<file path="src/rtl/core/ffa_pkg.sv">
// Shared types and codes for the first-fit block allocator.
// No dependencies; imported by ffa_ram users and the top level.
package ffa_pkg;

    // Command kinds
    localparam logic KIND_ALLOC = 1'b0;
    localparam logic KIND_FREE  = 1'b1;

    // Result status codes
    localparam logic [1:0] ST_OK       = 2'd0;
    localparam logic [1:0] ST_BAD_SIZE = 2'd1;
    localparam logic [1:0] ST_NO_FIT   = 2'd2;
    localparam logic [1:0] ST_IGNORED  = 2'd3;

    // Smallest payload a split-off remainder must keep
    localparam int MIN_SPLIT_BYTES = 16;

    // Incoming transaction
    typedef struct packed {
        logic        kind;
        logic [15:0] request_bytes;
        logic [9:0]  free_offset;
    } t_ffa_cmd;

    // Outgoing transaction
    typedef struct packed {
        logic [1:0] status;
        logic [9:0] payload_offset;
    } t_ffa_result;

    // Sequencer states
    typedef enum logic [3:0] {
        S_INIT,
        S_IDLE,
        S_A_SCAN,
        S_A_MARK,
        S_A_SPLIT,
        S_F_READ,
        S_F_TEST,
        S_M_SCAN,
        S_REPORT
    } t_ffa_state;

endpackage

</file>
<file path="src/rtl/core/first_fit_block_allocator_unit.sv">
// Top level of the first-fit block allocator with free-block coalescing.
// Depends on ffa_pkg (types, codes) and ffa_ram (granule mark store).
//
// The arena of ARENA_BYTES is split into granules of GRANULE_BYTES (a power of
// two); each granule has a header mark and an in-use mark held in one small
// RAM. A transaction is taken when start is high and busy is low. An allocate
// walks the marks one granule per cycle looking for the first free block that
// fits, then writes its in-use mark and, if the remainder is large enough, a
// new header; the walk stops at the first block that fits. A valid free reads
// the named header, then walks every granule once to clear the mark and merge
// free neighbors. Bad sizes and null, out-of-range or misaligned frees go
// straight to the report state; a free whose offset has no header in front
// of it answers after the header read, with no walk. The result is flagged
// by o_result_valid for exactly one cycle and stays on o_result until the
// next report; the receiver cannot stall it. After reset a clearing pass
// over every granule initializes the marks, with busy held high.
module first_fit_block_allocator_unit #(
    parameter int ARENA_BYTES   = 1024,
    parameter int GRANULE_BYTES = 16
) (
    input  logic                 i_clk,
    input  logic                 i_rst_n,
    input  logic                 start,
    input  ffa_pkg::t_ffa_cmd    i_cmd,
    output logic                 busy,
    output logic                 o_result_valid,
    output ffa_pkg::t_ffa_result o_result
);
    import ffa_pkg::*;

    localparam int NUM_GRANULES = ARENA_BYTES / GRANULE_BYTES;
    localparam int AW           = (NUM_GRANULES > 1) ? $clog2(NUM_GRANULES) : 1;
    localparam int GW           = $clog2(NUM_GRANULES + 1);
    localparam int DW           = GW + 2;
    localparam int GB_LOG       = $clog2(GRANULE_BYTES);
    localparam int SPLIT_REST   = 1 + (MIN_SPLIT_BYTES + GRANULE_BYTES - 1) / GRANULE_BYTES;

    t_ffa_state        r_state, n_state;
    logic [GW-1:0]     r_pidx, n_pidx;
    logic [AW-1:0]     r_start, n_start;
    logic              r_blk_used, n_blk_used;
    logic              r_have, n_have;
    logic              r_prev_free, n_prev_free;
    logic [AW-1:0]     r_need, n_need;
    logic [AW-1:0]     r_fgran, n_fgran;
    logic              r_split, n_split;
    logic [1:0]        r_status, n_status;
    logic [9:0]        r_offset, n_offset;
    logic              r_out_valid;
    t_ffa_result       r_out;

    logic              ram_we;
    logic [AW-1:0]     ram_waddr;
    logic [1:0]        ram_wdata;
    logic [AW-1:0]     ram_raddr;
    logic [1:0]        ram_rdata;

    ffa_ram #(
        .WIDTH (2),
        .DEPTH (NUM_GRANULES)
    ) u_marks (
        .i_clk   (i_clk),
        .i_we    (ram_we),
        .i_waddr (ram_waddr),
        .i_wdata (ram_wdata),
        .i_raddr (ram_raddr),
        .o_rdata (ram_rdata)
    );

    // Command decode
    logic [16:0] req_ext;
    logic [16:0] need_full;
    logic        size_bad;
    logic [16:0] off_ext;
    logic        free_ok;
    logic [AW-1:0] free_gran;

    assign req_ext   = {1'b0, i_cmd.request_bytes};
    assign need_full = (req_ext + 17'(GRANULE_BYTES - 1)) >> GB_LOG;
    assign size_bad  = (req_ext == 17'd0) || (req_ext > 17'(ARENA_BYTES - GRANULE_BYTES));
    assign off_ext   = {7'd0, i_cmd.free_offset};
    assign free_ok   = (off_ext != 17'd0) && (off_ext < 17'(ARENA_BYTES))
                     && ((off_ext & 17'(GRANULE_BYTES - 1)) == 17'd0);
    assign free_gran = AW'((off_ext >> GB_LOG) - 17'd1);

    // Scan step: the shared subtract/compare unit
    logic            at_end;
    logic            scan_hdr;
    logic            scan_used;
    logic [DW-1:0]   diff;
    logic            scan_fit;
    logic            is_target;
    logic            this_free;
    logic            do_merge;

    assign at_end    = (r_pidx == GW'(NUM_GRANULES));
    assign scan_hdr  = at_end || ram_rdata[1];
    assign scan_used = ram_rdata[0];
    assign diff      = DW'(r_pidx) - DW'(r_start) - DW'(1) - DW'(r_need);
    assign scan_fit  = r_have && !r_blk_used && !diff[DW-1];
    assign is_target = (r_pidx == GW'(r_fgran));
    assign this_free = !scan_used || is_target;
    assign do_merge  = this_free && r_prev_free && (r_pidx != '0);

    // Payload offset of the block at r_start
    logic [31:0] grant_off;
    assign grant_off = (32'(r_start) + 32'd1) << GB_LOG;

    // Next state
    always_comb begin
        n_state = r_state;
        case (r_state)
            S_INIT: begin
                if (r_pidx == GW'(NUM_GRANULES - 1)) begin
                    n_state = S_IDLE;
                end
            end
            S_IDLE: begin
                if (start) begin
                    if (i_cmd.kind == KIND_ALLOC) begin
                        n_state = size_bad ? S_REPORT : S_A_SCAN;
                    end else begin
                        n_state = free_ok ? S_F_READ : S_REPORT;
                    end
                end
            end
            S_A_SCAN: begin
                if (scan_hdr && scan_fit) begin
                    n_state = S_A_MARK;
                end else if (at_end) begin
                    n_state = S_REPORT;
                end
            end
            S_A_MARK:  n_state = r_split ? S_A_SPLIT : S_REPORT;
            S_A_SPLIT: n_state = S_REPORT;
            S_F_READ:  n_state = S_F_TEST;
            S_F_TEST:  n_state = ram_rdata[1] ? S_M_SCAN : S_REPORT;
            S_M_SCAN: begin
                if (at_end) begin
                    n_state = S_REPORT;
                end
            end
            S_REPORT:  n_state = S_IDLE;
            default:   n_state = S_IDLE;
        endcase
    end

    // Datapath and RAM controls
    always_comb begin
        n_pidx      = r_pidx;
        n_start     = r_start;
        n_blk_used  = r_blk_used;
        n_have      = r_have;
        n_prev_free = r_prev_free;
        n_need      = r_need;
        n_fgran     = r_fgran;
        n_split     = r_split;
        n_status    = r_status;
        n_offset    = r_offset;
        ram_we      = 1'b0;
        ram_waddr   = AW'(r_pidx);
        ram_wdata   = 2'b00;
        ram_raddr   = '0;
        case (r_state)
            // Clearing pass: header only at granule zero
            S_INIT: begin
                ram_we    = 1'b1;
                ram_wdata = {(r_pidx == '0), 1'b0};
                n_pidx    = r_pidx + GW'(1);
            end
            // Latch the transaction; read address 0 primes the scan
            S_IDLE: begin
                n_pidx      = '0;
                n_have      = 1'b0;
                n_prev_free = 1'b0;
                n_offset    = '0;
                n_need      = AW'(need_full);
                n_fgran     = free_gran;
                if (i_cmd.kind == KIND_ALLOC) begin
                    n_status = size_bad ? ST_BAD_SIZE : ST_NO_FIT;
                end else begin
                    n_status = free_ok ? ST_OK : ST_IGNORED;
                end
            end
            // First-fit walk, one granule per cycle
            S_A_SCAN: begin
                ram_raddr = AW'(r_pidx + GW'(1));
                if (scan_hdr && scan_fit) begin
                    n_status = ST_OK;
                    n_split  = (diff >= DW'(SPLIT_REST));
                end else begin
                    n_pidx = r_pidx + GW'(1);
                    if (scan_hdr) begin
                        n_start    = AW'(r_pidx);
                        n_blk_used = scan_used;
                        n_have     = 1'b1;
                    end
                end
            end
            // Mark the chosen block in use
            S_A_MARK: begin
                ram_we    = 1'b1;
                ram_waddr = r_start;
                ram_wdata = 2'b11;
                n_offset  = grant_off[9:0];
            end
            // New free header after the granted payload
            S_A_SPLIT: begin
                ram_we    = 1'b1;
                ram_waddr = r_start + AW'(1) + r_need;
                ram_wdata = 2'b10;
            end
            // Look up the header in front of the freed payload
            S_F_READ: begin
                ram_raddr = r_fgran;
            end
            S_F_TEST: begin
                n_pidx      = '0;
                n_prev_free = 1'b0;
                if (!ram_rdata[1]) begin
                    n_status = ST_IGNORED;
                end
            end
            // Release walk: clear the target mark, drop headers of free neighbors
            S_M_SCAN: begin
                ram_raddr = AW'(r_pidx + GW'(1));
                n_pidx    = r_pidx + GW'(1);
                if (!at_end && ram_rdata[1]) begin
                    if (do_merge) begin
                        ram_we    = 1'b1;
                        ram_wdata = 2'b00;
                    end else begin
                        n_prev_free = this_free;
                        if (is_target) begin
                            ram_we    = 1'b1;
                            ram_wdata = 2'b10;
                        end
                    end
                end
                if (at_end) begin
                    n_pidx = r_pidx;
                end
            end
            S_REPORT: begin
                n_pidx = '0;
            end
            default: begin
                n_pidx = '0;
            end
        endcase
    end

    // Control registers
    always_ff @(posedge i_clk) begin
        if (!i_rst_n) begin
            r_state     <= S_INIT;
            r_pidx      <= '0;
            r_out_valid <= 1'b0;
        end else begin
            r_state     <= n_state;
            r_pidx      <= n_pidx;
            r_out_valid <= (r_state == S_REPORT);
        end
    end

    // Payload registers
    always_ff @(posedge i_clk) begin
        r_start     <= n_start;
        r_blk_used  <= n_blk_used;
        r_have      <= n_have;
        r_prev_free <= n_prev_free;
        r_need      <= n_need;
        r_fgran     <= n_fgran;
        r_split     <= n_split;
        r_status    <= n_status;
        r_offset    <= n_offset;
        if (r_state == S_REPORT) begin
            r_out.status         <= r_status;
            r_out.payload_offset <= (r_status == ST_OK) ? r_offset : 10'd0;
        end
    end

    assign busy           = (r_state != S_IDLE);
    assign o_result_valid = r_out_valid;
    assign o_result       = r_out;

endmodule

</file>
<file path="src/rtl/core/ffa_ram.sv">
// Generic simple dual-port RAM: one write port, one registered read port.
// No dependencies.
module ffa_ram #(
    parameter int WIDTH = 2,
    parameter int DEPTH = 64
) (
    input  logic                                     i_clk,
    input  logic                                     i_we,
    input  logic [((DEPTH > 1) ? $clog2(DEPTH) : 1)-1:0] i_waddr,
    input  logic [WIDTH-1:0]                         i_wdata,
    input  logic [((DEPTH > 1) ? $clog2(DEPTH) : 1)-1:0] i_raddr,
    output logic [WIDTH-1:0]                         o_rdata
);

    logic [WIDTH-1:0] r_mem [DEPTH];
    logic [WIDTH-1:0] r_rdata;

    // Write port
    always_ff @(posedge i_clk) begin
        if (i_we) begin
            r_mem[i_waddr] <= i_wdata;
        end
    end

    // Registered read port
    always_ff @(posedge i_clk) begin
        r_rdata <= r_mem[i_raddr];
    end

    assign o_rdata = r_rdata;

endmodule
</file>
<file path="config.mk">
export PLATFORM = sky130hd
export DESIGN_NAME = first_fit_block_allocator_unit
export DESIGN_NICKNAME = d
export VERILOG_FILES = /design/src/rtl/core/ffa_pkg.sv /design/src/rtl/core/first_fit_block_allocator_unit.sv /design/src/rtl/core/ffa_ram.sv
export SDC_FILE = /design/constraint.sdc
export NUM_CORES = 1
export LEC_CHECK = 0
export BUFFER_PORTS_ARGS = -buffer_cell sky130_fd_sc_hd__clkbuf_2
export CORE_MARGIN = 10
export CORE_UTILIZATION = 45
export CTS_CLUSTER_DIAMETER = 200
export CTS_CLUSTER_SIZE = 25
export DETAILED_ROUTE_END_ITERATION = 16
export HOLD_SLACK_MARGIN = 0.1
export PLACE_DENSITY = 0.67
export SETUP_SLACK_MARGIN = 0.02
export SYNTH_ARGS = -nofsm -noshare
export SYNTH_HDL_FRONTEND = slang
export SYNTH_SLANG_ARGS = --single-unit
</file>
<file path="constraint.sdc">
create_clock -name i_clk -period 4.7 [get_ports i_clk]
set_input_delay 0.235 -clock i_clk [delete_from_list [all_inputs] [get_ports i_clk]]
set_output_delay 0.235 -clock i_clk [all_outputs]
set_load 0.02 [all_outputs]
</file>
==> metrics, run 1 <==
top cells by area, synth edfxtp_1 (52%), mux2i_1 (6.8%), a211oi_1 (3.3%); Setup Buffers After CTS 0; Buffers on Ports 39; highest clock rate ~260 MHz; IO Pins 44; clk buf depth 2; H-tree lvl count 4; ys async rst share 0; TritonCTS clock tree yes; YS warnings 0; share of cells above drive strength 1 0.133; cts bufs inserted 17; number of antenna violations at the first check in global routing 0; final setup TNS 0 ns; Layout Nets just under 900; routed via count 6573; Clock Pin Slew Worst Setup and Hold Paths about 0.07 ns; pin count of the biggest net entering global routing 66; delay-heaviest family, CP adder cells; cell row count 53; Synth top area share 0.520; Final Hold Violating Endpoints 0; Register Area between 0.005 and 0.006 sq mm; total gr overflow 0; die area around 0.028 sq mm; min cycle time layout around 3.9 ns; hpwl dp ~15000 microns; initial DRC count around 660; Synth Flop Type edfxtp_1; DRT antenna net count 0; Max Slew Vio Count 0; crit path cell chain inv_1, ha_1, inv_1, fa_1, fa_1, a21o_1, a21oi_1, o21bai_1, a21oi_1, buf_4, a21oi_1, nand2b_1, nor2_1; Seq/Total Area, Yosys 0.549; max_cap viols 0; Final Power ~3.2 mW; slowest stage cell on the critical path dfxtp_1; Synth cell types 81; final worst-path cycle share 0.823; initial core utilization 0.456; leading area contributor after synthesis edfxtp_1; Max VDD drop between 0.0002 and 0.00025 V; Worst Setup Start Kind flop; final setup fails 0; Die W 166 microns; WL/cell just under 20 microns; cell mode on critical path a21oi_1; Layout Skew between 0.006 and 0.007 ns; filler instances between 1.5k and 2k; HP Class input pin to flop; register bit total from synthesis 180; crit path buf inv count 3; synthesized cell area around 0.0096 sq mm; RSZ-0062 raised after global routing false; relative slew slack 0.174; DR vias/cell between 5 and 6; CTS Root Cell clkbuf_16; Power Density 306 mW/mm^2; synthesized area per cell ~12 sq um; gpl congestion 0.883; first-pass GRT wire length 34300 microns; worst-margin pin slew approximately 1.2 ns; DRT Wirelength between 20000 and 25000 microns; vias in the first global route about 6.3k; diode count 0; worst path arrival time approximately 3.9 ns; worst stage delay on the critical path roughly 0.54 ns; area delta synth->final 10.5%; die height 166 microns; crit path max fanout 10; later-pin clock latency in the skew report ~0.43 ns; Lkg Pwr 3.66 nW; Crit Path Category flop to flop; Detailed Routing Iterations Pass 1 5; status completed; GR Util All Layers 0.155; Core Footprint ~0.021 sq mm; number of synthesized flops with an enable pin between 150 and 200; synthesized instance count between 800 and 900; Critical Path Sink Type flop; Multi-input gate area 0.00396 sq mm; WP data required roughly 4.8 ns; drt drc 0; # clock sinks 180
## metrics by stage
step                      setup slack [ns]  instance area (sq um)  hold slack (ns)  std cells   util
after floorplan                       1.09                   9600            0.392        807      -
after detailed placement             0.910                  10000            0.440       1087  0.478
after CTS                            0.863                  10600            0.116       1120  0.504
after global routing                 0.508                  10600            0.130       1120  0.504
final                                0.830                  10600            0.126       1120  0.504
after global placement                1.01                  10000            0.456       1087  0.478
## flip-flops by register name, summed over array words and instances, names as in the netlist, 2 cells and up
| signal | cells |
|---|---|
| r_offset | 6 |
| r_fgran | 6 |
| r_state | 4 |
| u_marks.r_mem | 128 |
| r_status | 2 |
| u_marks.o_rdata | 2 |
| r_start | 6 |
| r_need | 6 |
| o_result | 8 |
| r_pidx | 7 |
## logic make-up (layout without fill, tap and decap cells)
kind of cell	count (synthesis)	in the layout	synth area share
compound gates	171	171	0.136
xor+xnor	34	34	0.0311
fa+ha+maj	24	24	0.0337
buf+inv	87	125	0.0436
flops	180	180	0.549
mux	67	67	0.0702
other cells	1	4	0.000391
simple gates	240	240	0.136
## worst paths after layout
path / slack, ns / end / cells after the start / start
max: 0.83 / r_start[1] / 13 / r_pidx[0]
min: 0.13 / r_need[1] / 2 / i_cmd[15]
max reg2reg: 0.83 / r_start[1] / 13 / r_pidx[0]
min reg2reg: 0.46 / o_result[11] / 0 / r_status[1]
## worst reg2reg max path, delay by kind of cell (launching register included)
family | cells | cell delay (ns)
AO/OA/AOI/OAI | 5 | 0.77
adder cells (fa/ha/maj) | 3 | 1.16
buffers and inverters | 3 | 0.41
flip-flops | 1 | 0.54
AND/OR/NAND/NOR | 2 | 0.63
## synthesized netlist by cell type, drive strengths merged, types with 3 or more instances
| cell | count |
|---|---|
| fa | 3 |
| and3 | 14 |
| o31ai | 5 |
| o22ai | 9 |
| dfxtp | 14 |
| clkbuf | 22 |
| ha | 21 |
| a21oi | 26 |
| buf | 33 |
| a22oi | 10 |
| nand3b | 10 |
| nand2 | 52 |
| nor2 | 39 |
| or4 | 6 |
| o21ai | 14 |
| or2 | 5 |
| a21o | 5 |
| inv | 31 |
| o21a | 5 |
| a211oi | 42 |
| nand2b | 7 |
| o31a | 4 |
| a221oi | 4 |
| nor3 | 36 |
| a2111oi | 3 |
| nand3 | 10 |
| nor4 | 20 |
| mux2i | 65 |
| a31oi | 6 |
| xnor2 | 24 |
| o41ai | 5 |
| xor2 | 10 |
| nor2b | 12 |
| a22o | 9 |
| edfxtp | 166 |
| and2 | 17 |
## cell type report
class                           instances  area share
Sequential cell                       180       0.497
Multi-Input combinational cell        540       0.374
Inverter                               32      0.0113
Clock buffer                           20      0.0412
Clock inverter                         12     0.00980
Tap cell                              275      0.0325
Timing Repair Buffer                   61      0.0343
## layer usage
metal | vias up | track usage | part of all wire
li1 | 3120 | - | -
met1 | 3206 | 0.206 | 0.45
met2 | 221 | 0.248 | 0.47
met3 | 26 | 0.0305 | 0.064
met4 | 0 | 0.0539 | 0.016
met5 | - | 0 | 0
## cells in the final DEF (no fill, tap or decap), types with 3 or more instances in the layout
cell,instances
a22oi_1,10
o22ai_1,9
conb_1,4
xnor2_1,24
clkinv_4,5
o21ai_0,11
nand2_1,51
nand3_1,10
a211oi_1,42
a22o_1,9
o41ai_1,3
a221oi_1,4
a31oi_1,6
dfxtp_1,14
buf_4,21
or2_2,4
clkbuf_2,39
edfxtp_1,166
nand3b_1,10
a21oi_1,24
nor3_1,34
a21o_1,5
o31a_1,4
mux2i_1,65
nand2b_1,7
nor4_1,19
clkbuf_16,17
and3_1,14
inv_1,31
nor2_1,39
fa_1,3
o21a_1,5
ha_1,21
and2_1,16
clkbuf_1,3
or4_1,6
o31ai_1,4
nor2b_1,12
xor2_1,10
## power breakdown
part	leakage, nW	switching (mW)	internal [mW]	total [mW]
registers	1.75	0.0118	1.77	1.78
logic	1.65	0.109	0.0577	0.167
clock network	0.257	0.607	0.686	1.29
total	3.66	0.728	2.51	3.24
## what timing repair did
| item | in CTS | in global routing |
|---|---|---|
| resized for setup | 0 | 0 |
| hold buffers | 1 | 0 |
| hold endpoints to repair | 1 | 0 |
No activity file was read; power rests on OpenSTA's default activity.
==> inputs of run 2 (changes only) <==
--- a/config.mk
+++ b/config.mk
@@ -12,7 +12,7 @@
 export CTS_CLUSTER_SIZE = 25
 export DETAILED_ROUTE_END_ITERATION = 16
 export HOLD_SLACK_MARGIN = 0.1
-export PLACE_DENSITY = 0.67
+export PLACE_DENSITY = 0.64
 export SETUP_SLACK_MARGIN = 0.02
 export SYNTH_ARGS = -nofsm -noshare
 export SYNTH_HDL_FRONTEND = slang
==> constraint.sdc (replaced) <==
create_clock -name i_clk -period 4 [get_ports i_clk]
set_input_delay 0.2 -clock i_clk [delete_from_list [all_inputs] [get_ports i_clk]]
set_output_delay 0.2 -clock i_clk [all_outputs]
set_load 0.02 [all_outputs]
==> run 2 against run 1 <==
  * Worst hold slack got worse by 0.019 ns
  * Clock power up 28%
  * Non-clock buffer count rose by 12
  * Critical path depth rose by 1
  * Sequential share of layout area shrank 0.71 points
  * Critical path type unchanged
  * Largest power group unchanged
  * Highest routed layer unchanged
==> metrics, run 2 (synthesis gave the netlist of run 1 again) <==
status completed; worst path arrival time between 3 and 4 ns; routed via count between 6k and 7k; WL met3 around 1400 microns; H-tree lvl count 4; Fin Hold WS 0.107 ns; cell row count between 50 and 60; Setup Buffers After CTS 0; most frequent cells in the layout edfxtp_1 (166), mux2i_1 (65), nand2_1 (51); hold_buf cts 8; Die W between 150 and 200 microns; final setup TNS 0 ns; die height roughly 170 microns; worst-margin pin slew 1.15 ns; leading cell type in the layout, fill and taps excluded edfxtp_1; initial DRC count 623; area delta synth->final 12.1%; Clock Pin Slew Worst Setup and Hold Paths around 0.060 ns; initial core utilization 0.456; crit path max fanout 5; IO Pins 44; Lkg Pwr about 3.7 nW; CTS resizes 0; Highest Signal Layer met4; RR Endpoint r_status[1]; TritonCTS clock tree yes; DRT Wirelength ~23000 microns; # clock sinks 180; reg2reg setup slack about 0.50 ns; Largest register FFs around 130; min cycle time layout around 3.5 ns; Final Hold Violating Endpoints 0; Detailed Routing Iterations Pass 1 5; number of antenna violations at the first check in global routing 0; highest clock rate 285 MHz; WP data required 4.12 ns; RSZ-0062 raised after global routing false; DR vias/cell approximately 5.9; cell mode on critical path a21oi_1; max_cap viols 0; clk buf depth 2; CTS Root Cell clkbuf_16; final setup fails 0; Worst Setup Start Kind flop; Setup crit end r_status[1]; crit path cell chain ha_1, inv_1, fa_1, a21o_1, a21oi_1, xnor2_1, ha_1, inv_1, o21bai_1, a21oi_1, buf_4, a21oi_1, a221oi_1, nor3_1; Layout Skew approximately 0.0075 ns; final worst-path cycle share 0.876; Max VDD drop 0.000293 V; Crit. Startpoint r_start[0]; later-pin clock latency in the skew report ~0.44 ns; cts bufs inserted 17; reg-to-reg startpoint r_start[0]; gpl congestion about 0.88; WL met2 a little over 10000 microns; GR Util All Layers 0.162; die area 0.0275 sq mm; largest register by flop count u_marks.r_mem; worst stage delay on the critical path ~0.45 ns; Buffers on Ports 39; wl on met1 ~10000 microns; diode count 0; DRT antenna net count 0; Layout Nets 898; Worst path depth 14; Power Density between 300 and 400 mW/mm^2; Crit Path Category flop to flop; Max Slew Vio Count 0; hpwl dp ~15000 microns; pin count of the biggest net entering global routing 46; Core Footprint approximately 0.021 sq mm; first-pass GRT wire length 35500 microns; Critical Path Sink Type flop; HP Class input pin to flop; slowest stage cell on the critical path edfxtp_1; delay-heaviest family, CP compound AO/OA/AOI/OAI gates; relative slew slack 0.235; crit path buf inv count 3; vias in the first global route ~6.5k; drt drc 0; WL/cell ~20 microns; share of cells above drive strength 1 0.137; FF-to-FF path depth 14; filler instances around 1.8k; total gr overflow 0
## run 2: changes by cell type in the layout (fill, tap and decap cells not counted), moves of 2 or more
| cell | before | now |
|---|---|---|
| clkbuf_1 | 3 | 0 |
| dlygate4sd3_1 | 1 | 8 |
| buf_4 | 21 | 25 |
| bufinv_16 | 0 | 2 |
| clkinv_1 | 2 | 4 |
| clkinv_4 | 5 | 0 |
| inv_6 | 1 | 6 |
## run 2: worst reg2reg max path: cells and delay by family, from the launching register on
kind | cells | cell delay [ns]
and+or+nand+nor | 1 | 0.29
xor gates and xnor gates | 1 | 0.11
buffers and inverters | 3 | 0.28
AOI/OAI and AO/OA | 6 | 1.16
DFF | 1 | 0.45
adders and majority gates | 3 | 0.91
## run 2: how the worst min path moves through the flow
| stage | startpoint | endpoint | slack [ns] | cells past startpoint |
|---|---|---|---|---|
| after floorplan | i_cmd[4] | r_fgran[0] | 0.36 | 1 |
| after global placement | r_status[0] | o_result[10] | 0.43 | 0 |
| after detailed placement | r_status[1] | o_result[11] | 0.44 | 0 |
| after CTS | i_cmd[8] | r_fgran[4] | 0.10 | 2 |
| after global routing | i_cmd[7] | r_fgran[3] | 0.11 | 2 |
| final | i_cmd[8] | r_fgran[4] | 0.11 | 2 |
## run 2: power breakdown
group	leakage, nW	total (mW)	internal [mW]	switching, mW
Sequential	1.75	2.09	2.08	0.00959
Clock	0.280	1.65	0.924	0.729
Combinational	1.71	0.213	0.0766	0.136
Total	3.74	3.95	3.08	0.875
## run 2: area by class of cell
type | count | area (sq um) | area share
clock inverter | 14 | 148 | 0.0137
multi-input combinational | 540 | 3960 | 0.369
clock buffer | 17 | 425 | 0.0396
timing repair buffer | 73 | 483 | 0.0449
tap | 275 | 344 | 0.0320
inverter | 32 | 120 | 0.0112
sequential | 180 | 5270 | 0.490
## run 2: per-stage QoR
| step | power (mW) | utilization | setup WS, ns | cell area, sq um | std cells |
|---|---|---|---|---|---|
| 2_1_floorplan | 2.25 | - | 0.394 | 9600 | 807 |
| 3_3_place_gp | 2.33 | 0.480 | 0.578 | 10100 | 1092 |
| 3_5_place_dp | 2.33 | 0.480 | 0.547 | 10100 | 1092 |
| 4_1_cts | 3.96 | 0.511 | 0.532 | 10700 | 1131 |
| 5_1_grt | 4.08 | 0.511 | 0.213 | 10700 | 1131 |
| 6_report | 3.95 | 0.511 | 0.496 | 10700 | 1131 |
## run 2: per-layer routing
| metal | up-vias | GRT usage |
|---|---|---|
| met5 | - | 0 |
| met3 | 48 | 0.0327 |
| met2 | 261 | 0.248 |
| met1 | 3227 | 0.219 |
| li1 | 3158 | - |
| met4 | 0 | 0.0636 |
==> inputs of run 3 (changes only) <==
--- a/config.mk
+++ b/config.mk
@@ -5,14 +5,17 @@
 export SDC_FILE = /design/constraint.sdc
 export NUM_CORES = 1
 export LEC_CHECK = 0
+export ABC_AREA = 1
 export BUFFER_PORTS_ARGS = -buffer_cell sky130_fd_sc_hd__clkbuf_2
+export CELL_PAD_IN_SITES_DETAIL_PLACEMENT = 1
+export CELL_PAD_IN_SITES_GLOBAL_PLACEMENT = 2
 export CORE_MARGIN = 10
-export CORE_UTILIZATION = 45
+export CORE_UTILIZATION = 39
 export CTS_CLUSTER_DIAMETER = 200
 export CTS_CLUSTER_SIZE = 25
 export DETAILED_ROUTE_END_ITERATION = 16
 export HOLD_SLACK_MARGIN = 0.1
-export PLACE_DENSITY = 0.64
+export PLACE_DENSITY = 0.82
 export SETUP_SLACK_MARGIN = 0.02
 export SYNTH_ARGS = -nofsm -noshare
 export SYNTH_HDL_FRONTEND = slang
==> run 3 against run 2 <==
  * Non-clock buffer count shrank 17
  * First-iteration DRC count shrank 24%
  * Utilization shrank 7.2 points
  * Clock skew is essentially flat
  * Wire length grew 18%
  * Register-to-register slack is essentially flat
  * Clock power shrank 5%
  * Clock-buffer cell count grew 2
  * Area after synthesis shrank 0.86%
  * Critical path type unchanged
  * Via count grew 9.5%
==> metrics, run 3 <==
Buffers on Ports 39; min cycle time layout approximately 3.5 ns; first-pass GRT wire length around 42000 microns; list of most frequent post-synthesis cells nand2_1 (189), nand3_1 (171), edfxtp_1 (166), nor2_1 (137), inv_1 (134); highest clock rate between 200 and 300 MHz; Worst Setup Start Kind flop; post-placement cell area 0.0100 sq mm; Layout Nets approximately 1.1k; TritonCTS clock tree yes; hold_buf cts 5; die area slightly above 0.03 sq mm; Seq/Total Area, Yosys 0.554; worst-margin pin slew approximately 0.93 ns; final setup fails 0; final worst-path cycle share 0.876; hold path startpoint i_cmd[6]; Core Footprint 0.0242 sq mm; FF-to-FF path depth 14; leading area contributor after synthesis edfxtp_1; RR Endpoint r_have; Crit Path Category flop to flop; share of cells above drive strength 1 0.109; hpwl dp approximately 18000 microns; cts bufs inserted 17; register bit total from synthesis 180; H-tree lvl count 4; Max VDD drop 0.000270 V; max_cap viols 0; Power Density 363 mW/mm^2; die height 176 microns; RSZ-0062 raised after global routing false; Die W ~180 microns; Lkg Pwr approximately 4.4 nW; Clock Pin Slew Worst Setup and Hold Paths roughly 0.07 ns; synthesized cell area between 0.009 and 0.01 sq mm; reg-to-reg startpoint r_pidx[0]; HP Class input pin to flop; initial core utilization 0.393; Synth Flop Type edfxtp_1; worst slack at placement between 0.4 and 0.5 ns; vias in the first global route 7683; Final Hold Violating Endpoints 0; drt drc 0; WP data required between 4 and 5 ns; clk buf depth 2; gpl congestion around 0.85; Max Slew Vio Count 0; Detailed Routing Iterations Pass 1 5; leading cell type in the layout, fill and taps excluded nand2_1; final std cells w/o fill about 1.4k; pin count of the biggest net entering global routing 68; fin area 0.0106 sq mm; number of synthesized flops with an enable pin 166; routed via count 7332; # clock sinks 180; Synth top area share 0.525; Critical Path Sink Type flop; status completed; Layout Skew about 0.0080 ns; number of antenna violations at the first check in global routing 0; WL/cell 18.7 microns; worst path arrival time ~3.7 ns; synthesized instance count between 1k and 1.5k; initial DRC count between 400 and 500; reg2reg setup slack about 0.5 ns; Final Power 3.86 mW; most frequent cells in the layout nand2_1 (189), nand3_1 (171), edfxtp_1 (166); YS warnings 0; final setup TNS 0 ns; relative slew slack 0.380; CTS Root Cell clkbuf_16; crit path max fanout 8; total gr overflow 0; GR Util All Layers 0.175; worst hold endpoint r_fgran[2]; DRT antenna net count 0; Synth cell types between 40 and 50; largest register by flop count u_marks.r_mem; later-pin clock latency in the skew report approximately 0.44 ns; CTS resizes 0; DR vias/cell roughly 5.2; DRT Wirelength roughly 27000 microns; top cells by area, synth edfxtp_1 (52%), nand3_1 (9.0%), nand2_1 (7.5%); synthesized area per cell roughly 9.1 sq um; hold path cells 2; Placed Cells 1383; ys async rst share 0; Largest register FFs 128; cell row count 57; Final WS setup 0.497 ns; Setup Buffers After CTS 0; area delta synth->final 11.8%; diode count 0; most common cell in the synthesized netlist nand2_1; IO Pins 44
==> run 3: cell count changes after synthesis, sizes merged, moves of 17 or more <==
cell and delta:
inv +111, nand2 +144, nand3b +23, nand3 +163
mux2i -65, xnor2 -20, nor2 +102, nor3 -23
a211oi -41, clkbuf -18, and2 -17
==> run 3: where the power goes <==
part           switching, mW  internal (mW)  leakage, nW
Clock                  0.764          0.803        0.250
Sequential            0.0120           2.07         1.67
Combinational          0.137         0.0660         2.51
==> run 3: worst max-delay path by stage <==
stage              start                   to  depth (start not counted)
2_1_floorplan  r_pidx[1]  u_marks.r_mem[0][1]                          9
6_report       r_pidx[0]               r_have                         14
3_3_place_gp   r_pidx[0]               r_have                         14
3_5_place_dp   r_pidx[0]               r_have                         14
4_1_cts        r_pidx[0]               r_have                         14
5_1_grt        r_pidx[0]               r_have                         14
==> run 3: cells by family after synthesis <==
group,share of synthesized area
AND/OR/NAND/NOR,0.282
AO/OA/AOI/OAI,0.0375
flip-flops,0.554
adder cells (fa/ha/maj),0.0340
other,0.000395
XOR/XNOR,0.0147
buffers and inverters,0.0772
==> run 3: final cells by class <==
class                   instances  area [sq um]
fillers                      2817         13600
flip-flops and latches        180          5270
multi-input cells             684          3530
inverters                     144           541
clock buffers                  19           433
well taps                     324           405
repair buffers                 56           348
clock inverters                13           103
==> run 3: routing by layer <==
layer	global-route usage	wire, microns	vias up
met5	0	0	-
met3	0.0269	961	22
met2	0.308	13400	137
met1	0.219	11800	3602
met4	0.0480	317	0
li1	-	-	3571
==> run 3: through the flow <==
stage / util / hold slack, ns
after floorplan: - / 0.376
after global placement: 0.415 / 0.511
after detailed placement: 0.415 / 0.508
after CTS: 0.439 / 0.109
after global routing: 0.439 / 0.114
final: 0.439 / 0.117
==> run 3: worst max-delay path: stages, from the launching register on <==
cell and delay [ns]:
dfxtp_1 0.41, inv_1 0.19, ha_1 0.24, inv_1 0.08, fa_1 0.46, fa_1 0.45, nand3_1 0.09, nand3_1 0.11
a21o_1 0.17, a21oi_1 0.18, nand3_1 0.17, nand2_1 0.13, and3_1 0.38, nor2_1 0.08, inv_1 0.08
